### config.mk
export PLATFORM = sky130hd
export DESIGN_NAME = itfc_datapath
export DESIGN_NICKNAME = d
export VERILOG_FILES = /design/src/design/itfc_pkg.sv /design/src/design/itfc_ram.sv /design/src/design/itfc_datapath.sv
export SDC_FILE = /design/constraint.sdc
export NUM_CORES = 1
export LEC_CHECK = 0
export BUFFER_PORTS_ARGS = -buffer_cell sky130_fd_sc_hd__buf_2
export CORE_MARGIN = 4
export CORE_UTILIZATION = 53
export CTS_CLUSTER_DIAMETER = 120
export DETAILED_ROUTE_END_ITERATION = 7
export PLACE_DENSITY = 0.69
export RECOVER_POWER = 100
export SLEW_MARGIN = 25
export SYNTH_ARGS = -nofsm -noshare
export SYNTH_HDL_FRONTEND = slang
export SYNTH_SLANG_ARGS = --single-unit
### constraint.sdc
create_clock -name clk -period 7.6 [get_ports clk]
set_clock_uncertainty 0.1 [all_clocks]
set_input_delay 0.38 -clock clk [delete_from_list [all_inputs] [get_ports clk]]
set_output_delay 0.38 -clock clk [all_outputs]
set_load 0.005 [all_outputs]
### src/design/itfc_pkg.sv
// shared types and constants of the idle timeout frame checker
// no dependencies
`default_nettype none

package itfc_pkg;

    // result status codes
    localparam logic [1:0] STATUS_GOOD     = 2'd0;
    localparam logic [1:0] STATUS_LENGTH   = 2'd1;
    localparam logic [1:0] STATUS_CHECKSUM = 2'd2;

    // configuration register indexes
    localparam logic [1:0] REG_EXPECTED_LENGTH = 2'd0;
    localparam logic [1:0] REG_CHECKSUM_SEED   = 2'd1;
    localparam logic [1:0] REG_IDLE_TICKS      = 2'd2;

    // configuration reset values
    localparam logic [5:0] EXPECTED_LENGTH_RESET = 6'd23;
    localparam logic [7:0] CHECKSUM_SEED_RESET   = 8'h58;
    localparam logic [7:0] IDLE_TICKS_RESET      = 8'd50;

    // longest frame that the result fields can carry
    localparam int unsigned MAX_FRAME = 32;

    // input function codes
    localparam logic FUNC_BYTE = 1'b0;
    localparam logic FUNC_TICK = 1'b1;

    // controller to datapath
    typedef struct packed {
        logic accept_byte;
        logic accept_tick;
        logic load_err;
        logic load_byte;
        logic clear_frame;
        logic idx_inc;
    } itfc_cmd_t;

    // datapath to controller
    typedef struct packed {
        logic tick_closes;
        logic len_bad;
        logic sum_bad;
        logic is_last;
        logic out_free;
        logic empty;
    } itfc_stat_t;

endpackage

`default_nettype wire

### src/design/itfc_ram.sv
// generic single write port ram with registered read
// no dependencies
`default_nettype none

module itfc_ram #(
    parameter int unsigned WIDTH = 8,
    parameter int unsigned DEPTH = 32
) (
    input  wire logic                     clk,
    input  wire logic                     wr_en,
    input  wire logic [$clog2(DEPTH)-1:0] wr_addr,
    input  wire logic [WIDTH-1:0]         wr_data,
    input  wire logic [$clog2(DEPTH)-1:0] rd_addr,
    output logic      [WIDTH-1:0]         rd_data
);

    logic [WIDTH-1:0] mem [DEPTH];

    always_ff @(posedge clk)
    begin
        if (wr_en)
        begin
            mem[wr_addr] <= wr_data;
        end
        rd_data <= mem[rd_addr];
    end

endmodule

`default_nettype wire

### src/design/itfc_datapath.sv
// datapath: config registers, frame store, idle timer, running sums, result register
// depends on itfc_pkg and itfc_ram
`default_nettype none

module itfc_datapath #(
    parameter int unsigned BUFFER_DEPTH = 32
) (
    input  wire logic                 clk,
    input  wire logic                 rst_n,
    input  wire logic                 cfg_fire,
    input  wire logic [1:0]           cfg_index,
    input  wire logic [7:0]           cfg_data,
    input  wire logic [7:0]           rx_byte,
    input  wire logic                 out_ready,
    input  wire itfc_pkg::itfc_cmd_t  cmd,
    output itfc_pkg::itfc_stat_t      stat,
    output logic                      out_valid,
    output logic [1:0]                status,
    output logic [7:0]                frame_byte,
    output logic [4:0]                byte_index,
    output logic                      last
);

    import itfc_pkg::*;

    localparam int unsigned AW = $clog2(BUFFER_DEPTH);
    localparam int unsigned CW = $clog2(BUFFER_DEPTH + 1);
    localparam int unsigned LW = (CW > 6) ? CW : 6;

    logic [5:0]    expected_length_reg;
    logic [7:0]    checksum_seed_reg;
    logic [7:0]    idle_ticks_reg;

    logic [CW-1:0] count_reg;
    logic          overflow_reg;
    logic [7:0]    idle_left_reg;
    logic          armed_reg;
    logic [7:0]    total_sum_reg;
    logic [7:0]    prev_sum_reg;
    logic [7:0]    last_byte_reg;
    logic [AW-1:0] idx_reg;

    logic          out_valid_reg;
    logic [1:0]    status_reg;
    logic [7:0]    frame_byte_reg;
    logic [4:0]    byte_index_reg;
    logic          last_reg;

    logic          full;
    logic          wr_en;
    logic [7:0]    rd_data;
    logic [7:0]    check_byte;
    logic [LW-1:0] count_ext;

    assign full       = (count_reg == CW'(BUFFER_DEPTH));
    assign wr_en      = cmd.accept_byte && !full;
    assign check_byte = ~(checksum_seed_reg + prev_sum_reg);
    assign count_ext  = LW'(count_reg);

    itfc_ram #(
        .WIDTH (8),
        .DEPTH (BUFFER_DEPTH)
    ) u_store (
        .clk     (clk),
        .wr_en   (wr_en),
        .wr_addr (count_reg[AW-1:0]),
        .wr_data (rx_byte),
        .rd_addr (idx_reg),
        .rd_data (rd_data)
    );

    always_comb
    begin
        stat.tick_closes = armed_reg && (idle_left_reg <= 8'd1);
        stat.len_bad     = overflow_reg || (count_reg == '0)
                           || (count_ext != LW'(expected_length_reg))
                           || (count_ext > LW'(MAX_FRAME));
        stat.sum_bad     = (last_byte_reg != check_byte);
        stat.is_last     = ((CW'(idx_reg) + CW'(1)) == count_reg);
        stat.out_free    = !out_valid_reg || out_ready;
        stat.empty       = (count_reg == '0) && !overflow_reg;
    end

    // configuration registers
    always_ff @(posedge clk or negedge rst_n)
    begin
        if (!rst_n)
        begin
            expected_length_reg <= EXPECTED_LENGTH_RESET;
            checksum_seed_reg   <= CHECKSUM_SEED_RESET;
            idle_ticks_reg      <= IDLE_TICKS_RESET;
        end
        else if (cfg_fire)
        begin
            case (cfg_index)
                REG_EXPECTED_LENGTH: expected_length_reg <= cfg_data[5:0];
                REG_CHECKSUM_SEED:   checksum_seed_reg   <= cfg_data;
                REG_IDLE_TICKS:      idle_ticks_reg      <= cfg_data;
                default:             ;
            endcase
        end
    end

    // frame bookkeeping and idle timer
    always_ff @(posedge clk or negedge rst_n)
    begin
        if (!rst_n)
        begin
            count_reg     <= '0;
            overflow_reg  <= 1'b0;
            idle_left_reg <= '0;
            armed_reg     <= 1'b0;
            total_sum_reg <= '0;
            prev_sum_reg  <= '0;
            idx_reg       <= '0;
        end
        else
        begin
            if (cmd.accept_byte)
            begin
                idle_left_reg <= idle_ticks_reg;
                armed_reg     <= 1'b1;
                if (full)
                begin
                    overflow_reg <= 1'b1;
                end
                else
                begin
                    count_reg     <= count_reg + CW'(1);
                    prev_sum_reg  <= total_sum_reg;
                    total_sum_reg <= total_sum_reg + rx_byte;
                end
            end
            else if (cmd.accept_tick && armed_reg)
            begin
                if (idle_left_reg > 8'd1)
                begin
                    idle_left_reg <= idle_left_reg - 8'd1;
                end
                else
                begin
                    idle_left_reg <= '0;
                    armed_reg     <= 1'b0;
                end
            end
            if (cmd.clear_frame)
            begin
                count_reg     <= '0;
                overflow_reg  <= 1'b0;
                total_sum_reg <= '0;
                prev_sum_reg  <= '0;
                idx_reg       <= '0;
            end
            else if (cmd.idx_inc)
            begin
                idx_reg <= idx_reg + AW'(1);
            end
        end
    end

    // last byte held aside so the check needs no store read
    always_ff @(posedge clk)
    begin
        if (wr_en)
        begin
            last_byte_reg <= rx_byte;
        end
    end

    // result register
    always_ff @(posedge clk or negedge rst_n)
    begin
        if (!rst_n)
        begin
            out_valid_reg <= 1'b0;
        end
        else if (cmd.load_err || cmd.load_byte)
        begin
            out_valid_reg <= 1'b1;
        end
        else if (out_ready)
        begin
            out_valid_reg <= 1'b0;
        end
    end

    always_ff @(posedge clk)
    begin
        if (cmd.load_err)
        begin
            status_reg     <= stat.len_bad ? STATUS_LENGTH : STATUS_CHECKSUM;
            frame_byte_reg <= '0;
            byte_index_reg <= '0;
            last_reg       <= 1'b1;
        end
        else if (cmd.load_byte)
        begin
            status_reg     <= STATUS_GOOD;
            frame_byte_reg <= rd_data;
            byte_index_reg <= 5'(idx_reg);
            last_reg       <= stat.is_last;
        end
    end

    assign out_valid  = out_valid_reg;
    assign status     = status_reg;
    assign frame_byte = frame_byte_reg;
    assign byte_index = byte_index_reg;
    assign last       = last_reg;

endmodule

`default_nettype wire

==> results of run 1 <==
## area by class of cell
| type | instances | share of cell area, % |
|---|---|---|
| tap | 335 | 2.63 |
| sequential | 348 | 62.4 |
| multi-input combinational | 432 | 26.2 |
| clock buffer | 50 | 6.24 |
| timing repair buffer | 57 | 1.66 |
| clock inverter | 17 | 0.573 |
| inverter | 13 | 0.306 |
## cells by family after synthesis
family / share of synthesized area, %
xor gates and xnor gates: 2.01
buffers and inverters: 1.54
muxes: 16.4
DFF: 69.3
AOI/OAI and AO/OA: 2.76
and+or+nand+nor: 5.88
adders and majority gates: 2.11
## what timing repair did
action / CTS / global route
endpoints found under the hold margin: 50 / 0
setup endpoints to repair: 0 / 0
hold buffers: 1 / 0
## cell usage after synthesis, types with 2 or more instances
| library cell | n | area (um^2) |
|---|---|---|
| edfxtp_1 | 266 | 7990 |
| mux4_2 | 80 | 1800 |
| nor2_1 | 54 | 203 |
| dfrtp_1 | 50 | 1250 |
| nand2_1 | 49 | 184 |
| mux2_2 | 36 | 405 |
| a21oi_1 | 32 | 160 |
| dfxtp_1 | 22 | 440 |
| ha_1 | 21 | 263 |
| clkbuf_1 | 19 | 71.3 |
| nor3_1 | 19 | 95.1 |
| xnor2_1 | 19 | 166 |
| mux2i_1 | 15 | 150 |
| xor2_1 | 14 | 123 |
| inv_1 | 13 | 48.8 |
| nand3_1 | 11 | 55.1 |
| dfstp_2 | 10 | 263 |
| nand3b_1 | 8 | 60.1 |
| o21ai_0 | 8 | 40.0 |
| buf_1 | 7 | 26.3 |
| or3_1 | 7 | 43.8 |
| buf_2 | 6 | 30.0 |
| buf_4 | 6 | 45.0 |
| nand2b_1 | 6 | 37.5 |
| nand4_1 | 6 | 37.5 |
| a211oi_1 | 5 | 37.5 |
| a21o_1 | 5 | 37.5 |
| o21ai_1 | 4 | 20.0 |
| and2_1 | 3 | 18.8 |
| o21a_1 | 3 | 22.5 |
| and3_1 | 2 | 12.5 |
| fa_1 | 2 | 40.0 |
| nand2_2 | 2 | 12.5 |
| nor2b_1 | 2 | 12.5 |
| nor4_1 | 2 | 12.5 |
| o211ai_1 | 2 | 15.0 |
| o31ai_1 | 2 | 15.0 |
| or4_1 | 2 | 15.0 |
## routing by layer
| layer | vias to the layer above | GRT usage, % | wire length, um |
|---|---|---|---|
| li1 | 3361 | - | - |
| met5 | - | 0 | 0 |
| met4 | 0 | 5.49 | 705 |
| met3 | 49 | 4.24 | 1760 |
| met2 | 242 | 34.4 | 15400 |
| met1 | 3938 | 27.9 | 12700 |
## worst max-delay path by stage
stage	from	cells past startpoint	endpoint	slack (ps)
after floorplan	count_ext[0]	10	u_store.mem[10][0]	4770
after global placement	count_ext[4]	6	u_store.mem[13][5]	3430
after detailed placement	count_ext[4]	6	u_store.mem[9][0]	3270
after CTS	count_ext[0]	8	u_store.mem[9][3]	3260
after global routing	count_ext[4]	6	u_store.mem[13][3]	2610
final	count_ext[4]	6	u_store.mem[13][2]	3020
## metrics by stage
step / setup WS, ps / power (W) / util, % / cells / cell area, um^2
finish: 3020 / 0.00416 / 60.5 / 1252 / 15900
global route: 2610 / 0.00432 / 60.5 / 1252 / 15900
CTS: 3260 / 0.00419 / 60.7 / 1252 / 16000
detailed placement: 3270 / 0.00258 / 56.6 / 1184 / 14900
global placement: 3430 / 0.00257 / 56.5 / 1184 / 14900
floorplan: 4770 / 0.00246 / - / 831 / 14400
## power breakdown
part	leakage, nW	total, W	switching [W]	internal (W)
Combinational	1.54	0.000359	0.000191	0.000168
Clock	0.531	0.00162	0.000700	0.000922
Sequential	3.33	0.00218	0.0000582	0.00212
==> summary.log, run 1 <==
[critical_path] Worst Reg-to-Reg Cells 6
[routing] number of violations reported at the end of detailed-routing iteration 0 742
[logic_synthesis] distinct cell type count of the synthesized netlist 49
[hold_path] startpoint of the lowest-slack hold path cfg_data[7]
[global_route] wire length of the first global-routing pass 47.0 mm
[global_route] largest net degree at the start of global routing 73
[floorplanning] area enclosed by the die boundary 29,800 um^2
[clock_network] CTS Root Buffer Type clkbuf_16
[clock_network] Clock Latency Late Sink 520 ps
[global_route] number of antenna violations at the first check in global routing 0
[finish] layout cells sized above 1 22.6%
[hold_path] number of cells traversed by the worst hold path 2
[logic_synthesis] post-synthesis cell count 831
[critical_path] RR Endpoint u_store.mem[13][2]
[pwr] Pwr per Cell Area 261 nW/um^2
[timing] crit path time final 4580 ps
[critical_path] worst setup path class flop to flop
[finish] leading cell type in the layout, fill and taps excluded edfxtp_1
[logic_synthesis] Mean Syn Cell Area 17.3 um^2
[routing] routed len/inst 24.4 um
[clock_network] total number of H-tree levels 2
[critical_path] dominant delay contributor by cell family on the critical path simple AND/OR/NAND/NOR gates
[finish] count of nets after finishing 940
[flow_run] maxcap violations 10
[critical_path] list of cells traversed by the critical path nor4b_1, nand2_1, nand2_1, inv_1, nand2_1, nor3_1
[critical_path] Reg2Reg Launch Point count_ext[4]
[finish] P&R area growth vs syn 11.1%
[critical_path] kind of end point of the critical path flop
[timing] highest clock rate 0.218 GHz
[finish] area of the multi-input gates 4180 um^2
[critical_path] buffer and inverter count on the worst path 1
[logic_synthesis] net count after synthesis 882
[finish] fillcell total 1,926
[logic_synthesis] synthesized area 14,400 um^2
[logic_synthesis] #FFs+latches synth 348
[routing] via-per-instance ratio 6.06
[finish] max reg flops 256
[logic_synthesis] EDFF count, synth 266
[placed_design] number of buffer cells added on primary ports 50
[floorplanning] Ports 51
[finish] Reg with most FFs u_store.mem
[critical_path] Crit Path Max Fanout 28
[finish] FF+latch area 9940 um^2
[clock_network] Worst-path clk slew 60 ps
[floorplanning] std cell rows 59
[critical_path] dominant cell type by count on the critical path nand2_1
[logic_synthesis] part of the Yosys area used for sequential elements 69.3%
[routing] drt total wl 30.6 mm
[global_route] sum of overflow across all layers after global routing 0
[clock_network] number of clock sinks 348
[hold_path] path category of the worst min-delay check input port to flop
[pwr] static leakage 5.40 nW
[logic_synthesis] ys flop type edfxtp_1
[timing] ratio of final minimum period to clock period 60.3%
[critical_path] Max stage delay cell, worst path nor3_1
[floorplanning] starting density of the core 54.5%
[floorplanning] width of the die 173 um
[run_status] status finished with violations
[timing] worst rel slew slack -121%
[critical_path] delay contributed by the slowest stage of the critical path 1110 ps
[routing] routed vias 7,590
[routing] drt pass-1 iters 5
[timing] Total Negative Setup Slacks 0 ps
[timing] final setup violation count 0
[critical_path] data arrival time of the critical path 4610 ps
[clock_network] CTS Buf Count 37
[critical_path] critical path required time 7630 ps
[global_route] vias in the first global route 7,845
[critical_path] setup slack of the worst register-to-register path 3020 ps
[timing] unrepaired setup endpoints after global routing no
[timing] Worst Max-Slew Pin Slew 3310 ps
[clock_network] TritonCTS clock tree built
[placed_design] RD Place Congestion 0.844
[global_route] Overall Global Routing Usage 20.5%
[routing] number of remaining DRC errors 0
[finish] commonest cells after routing, fill and taps aside edfxtp_1, mux4_2, nor2_1
[clock_network] post-CTS repair timing setup buffer count 0
[critical_path] critical path launch point type flop
[pwr] maximum vdd ir drop 0.187 mV
[timing] total count of max-transition violations in the final report 375
[timing] Post-Route Hold Slack 20.4 ps
[logic_synthesis] total of warnings raised by yosys 0
[routing] post-route ant nets 0
[timing] number of hold-slack violations in the final timing report 0
[logic_synthesis] async set-or-reset flop fraction in the synthesized netlist 17.2%
[floorplanning] height of the die 173 um
[run_status] violated checks max-capacitance violations, max-slew violations
[clock_network] maximum buffer depth of the clock tree 3
[placed_design] Detail Placement HPWL 19.2 mm
[clock_network] Resize count post-CTS 0
[floorplanning] area of the core 26,400 um^2
[hold_path] WHS Endpoint idle_ticks_reg[7]
[finish] antenna cell count 0
No activity file was read; power rests on OpenSTA's default activity.
==> inputs of run 2 (changes only) <==
ABC_AREA = 1   (was default)
PLACE_DENSITY = 0.71   (was 0.69)
clock period = 3.86 ns   (was 7.6 ns; I/O delays follow)
==> run 2 against run 1 <==
The run still ends with max-capacitance violations, max-slew violations left; critical path type unchanged; count of clock-buffer cells in the layout is 3 lower; routed wire length is 18% higher; flip-flop and latch count stayed put; critical endpoint is now u_store.rd_data[3]; sequential share of layout area is 2.9 points lower; worst hold slack better by 26 ps.
==> summary.log, run 2 <==
[run_status] status finished with violations
[run_status] violated checks max-capacitance violations, max-slew violations
[routing] post-route ant nets 0
[clock_network] CTS Root Buffer Type clkbuf_16
[logic_synthesis] net count after synthesis 1,453
[floorplanning] area enclosed by the die boundary 31,000 um^2
[floorplanning] Ports 51
[finish] leading cell type in the layout, fill and taps excluded edfxtp_1
[global_route] sum of overflow across all layers after global routing 0
[finish] P&R area growth vs syn 11.8%
[routing] via-per-instance ratio 5.58
[floorplanning] height of the die 176 um
[critical_path] worst setup path class flop to flop
[critical_path] kind of end point of the critical path flop
[clock_network] maximum buffer depth of the clock tree 3
[routing] number of remaining DRC errors 0
[logic_synthesis] total of warnings raised by yosys 0
[hold_path] path category of the worst min-delay check input port to flop
[floorplanning] area of the core 27,800 um^2
[timing] number of hold-slack violations in the final timing report 0
[pwr] total chip power 0.00853 W
[global_route] largest net degree at the start of global routing 99
[routing] number of violations reported at the end of detailed-routing iteration 0 1,038
[pwr] Pwr per Cell Area 510 nW/um^2
[timing] final setup violation count 0
[logic_synthesis] post-synthesis cell count 1,402
[clock_network] TritonCTS clock tree built
[pwr] static leakage 6.46 nW
[logic_synthesis] synthesized area 15,000 um^2
[timing] crit path time final 3040 ps
[finish] count of nets after finishing 1,513
[logic_synthesis] ys flop type edfxtp_1
[logic_synthesis] #FFs+latches synth 348
[floorplanning] starting density of the core 53.8%
[global_route] wire length of the first global-routing pass 56.6 mm
[global_route] vias in the first global route 10,200
[clock_network] CTS Buf Count 37
[critical_path] Crit Path Max Fanout 67
[critical_path] delay contributed by the slowest stage of the critical path 880 ps
[clock_network] Clock Latency Late Sink 530 ps
[critical_path] data arrival time of the critical path 3360 ps
[timing] highest clock rate 0.329 GHz
[routing] drt pass-1 iters 5
[logic_synthesis] EDFF count, synth 266
[timing] worst rel slew slack -51.6%
[finish] antenna cell count 0
[floorplanning] std cell rows 61
[logic_synthesis] distinct cell type count of the synthesized netlist 42
[clock_network] number of clock sinks 348
[critical_path] Max stage delay cell, worst path dfrtp_4
[logic_synthesis] proportion of netlist area held by the largest area contributor 53.4%
[pwr] maximum vdd ir drop 0.392 mV
[placed_design] Detail Placement HPWL 22.7 mm
[finish] commonest cells after routing, fill and taps aside edfxtp_1, nand2_1, nor2_1
[timing] Worst Max-Slew Pin Slew 2270 ps
[finish] Reg with most FFs u_store.mem
[clock_network] Worst-path clk slew 60 ps
[routing] routed len/inst 19.4 um
[logic_synthesis] library cell with the highest instance count after synthesis edfxtp_1
[placed_design] number of buffer cells added on primary ports 50
[clock_network] total number of H-tree levels 2
[logic_synthesis] most frequent cells after synthesis edfxtp_1, nand2_1, nor2_1, o21ai_0, inv_1
[flow_run] maxcap violations 9
[timing] total count of max-transition violations in the final report 322
[critical_path] critical path required time 4180 ps
[finish] max reg flops 256
[logic_synthesis] part of the Yosys area used for sequential elements 66.5%
[routing] routed vias 10,400
[floorplanning] width of the die 176 um
[critical_path] list of cells traversed by the critical path inv_1, clkbuf_2, o21ai_0, o21ai_0, nand2_1, nand3_1, nand3_1, nand2_1
[global_route] number of antenna violations at the first check in global routing 0
[routing] drt total wl 36.2 mm
[logic_synthesis] async set-or-reset flop fraction in the synthesized netlist 17.2%
[clock_network] Resize count post-CTS 0
[timing] Total Negative Setup Slacks 0 ps
[logic_synthesis] Yosys top cell by area edfxtp_1
[finish] layout cells sized above 1 6.79%
[finish] fillcell total 2,303
[critical_path] critical path launch point type flop
[timing] unrepaired setup endpoints after global routing no
[logic_synthesis] cells taking the most area after synthesis edfxtp_1, dfrtp_1, nand2_1, o21ai_0, nor2_1
[timing] ratio of final minimum period to clock period 78.9%
[placed_design] RD Place Congestion 0.870
[logic_synthesis] Mean Syn Cell Area 10.7 um^2
[global_route] Overall Global Routing Usage 23.6%
run 2: layout make-up:
| type | count | area (um^2) | share of cell area, % |
|---|---|---|---|
| well taps | 378 | 473 | 2.83 |
| multi-input cells | 879 | 4240 | 25.4 |
| repair buffers | 86 | 498 | 2.98 |
| flip-flops and latches | 348 | 9950 | 59.5 |
| inverters | 110 | 415 | 2.48 |
| clock inverters | 18 | 174 | 1.04 |
| clock buffers | 47 | 977 | 5.84 |
run 2: critical path, delay by kind of cell (launching register included):
kind / cells / cell delay (ps)
compound gates: 2 / 660
buf+inv: 2 / 770
flops: 1 / 880
simple gates: 4 / 450
run 2: path summary, 6_finish.rpt:
kind	cells past startpoint	slack (ps)	startpoint	endpoint
min	6	50	cmd[4]	idle_left_reg[7]
max reg2reg	8	820	idx_reg[0]	u_store.rd_data[3]
max	8	820	idx_reg[0]	u_store.rd_data[3]
min reg2reg	2	340	frame_byte[6]	frame_byte[6]
min in group asynchronous	2	790	rst_n	total_sum_reg[3]
max in group asynchronous	2	1270	rst_n	idx_reg[0]
run 2: what timing repair did:
item,in CTS,in global routing
buffers inserted,0,0
hold buffers,16,0
endpoints found under the hold margin,80,0
run 2: per-stage QoR:
stage	hold WS [ps]	worst slack [ps]	cell area, um^2	util, %	instances
CTS	26.9	797	16800	60.5	1866
detailed placement	282	822	15500	55.8	1785
finish	46.9	816	16700	60.2	1866
global route	78.2	588	16700	60.2	1866
global placement	288	994	15500	55.8	1785
floorplan	-203	1360	15000	-	1402
run 2: power by group:
part           total [W]  switching (W)  internal (W)
logic           0.000861       0.000575      0.000286
clock network    0.00337        0.00138       0.00200
registers        0.00429       0.000108       0.00419
run 2: kinds of logic (layout without fill, tap and decap cells):
family | count (synthesis) | after routing | share of synthesized area, %
DFF | 348 | 348 | 66.5
and+or+nand+nor | 594 | 594 | 16.9
adders and majority gates | 23 | 23 | 2.02
xor gates and xnor gates | 19 | 19 | 1.11
AOI/OAI and AO/OA | 243 | 243 | 8.43
buffers and inverters | 175 | 261 | 5.01
run 2: layer usage:
layer	track usage [%]	vias up	routed length, um
met5	0	-	0
met4	7.08	0	830
met3	3.70	64	2800
met2	38.3	422	17100
met1	33.4	4978	15400
li1	-	4950	-
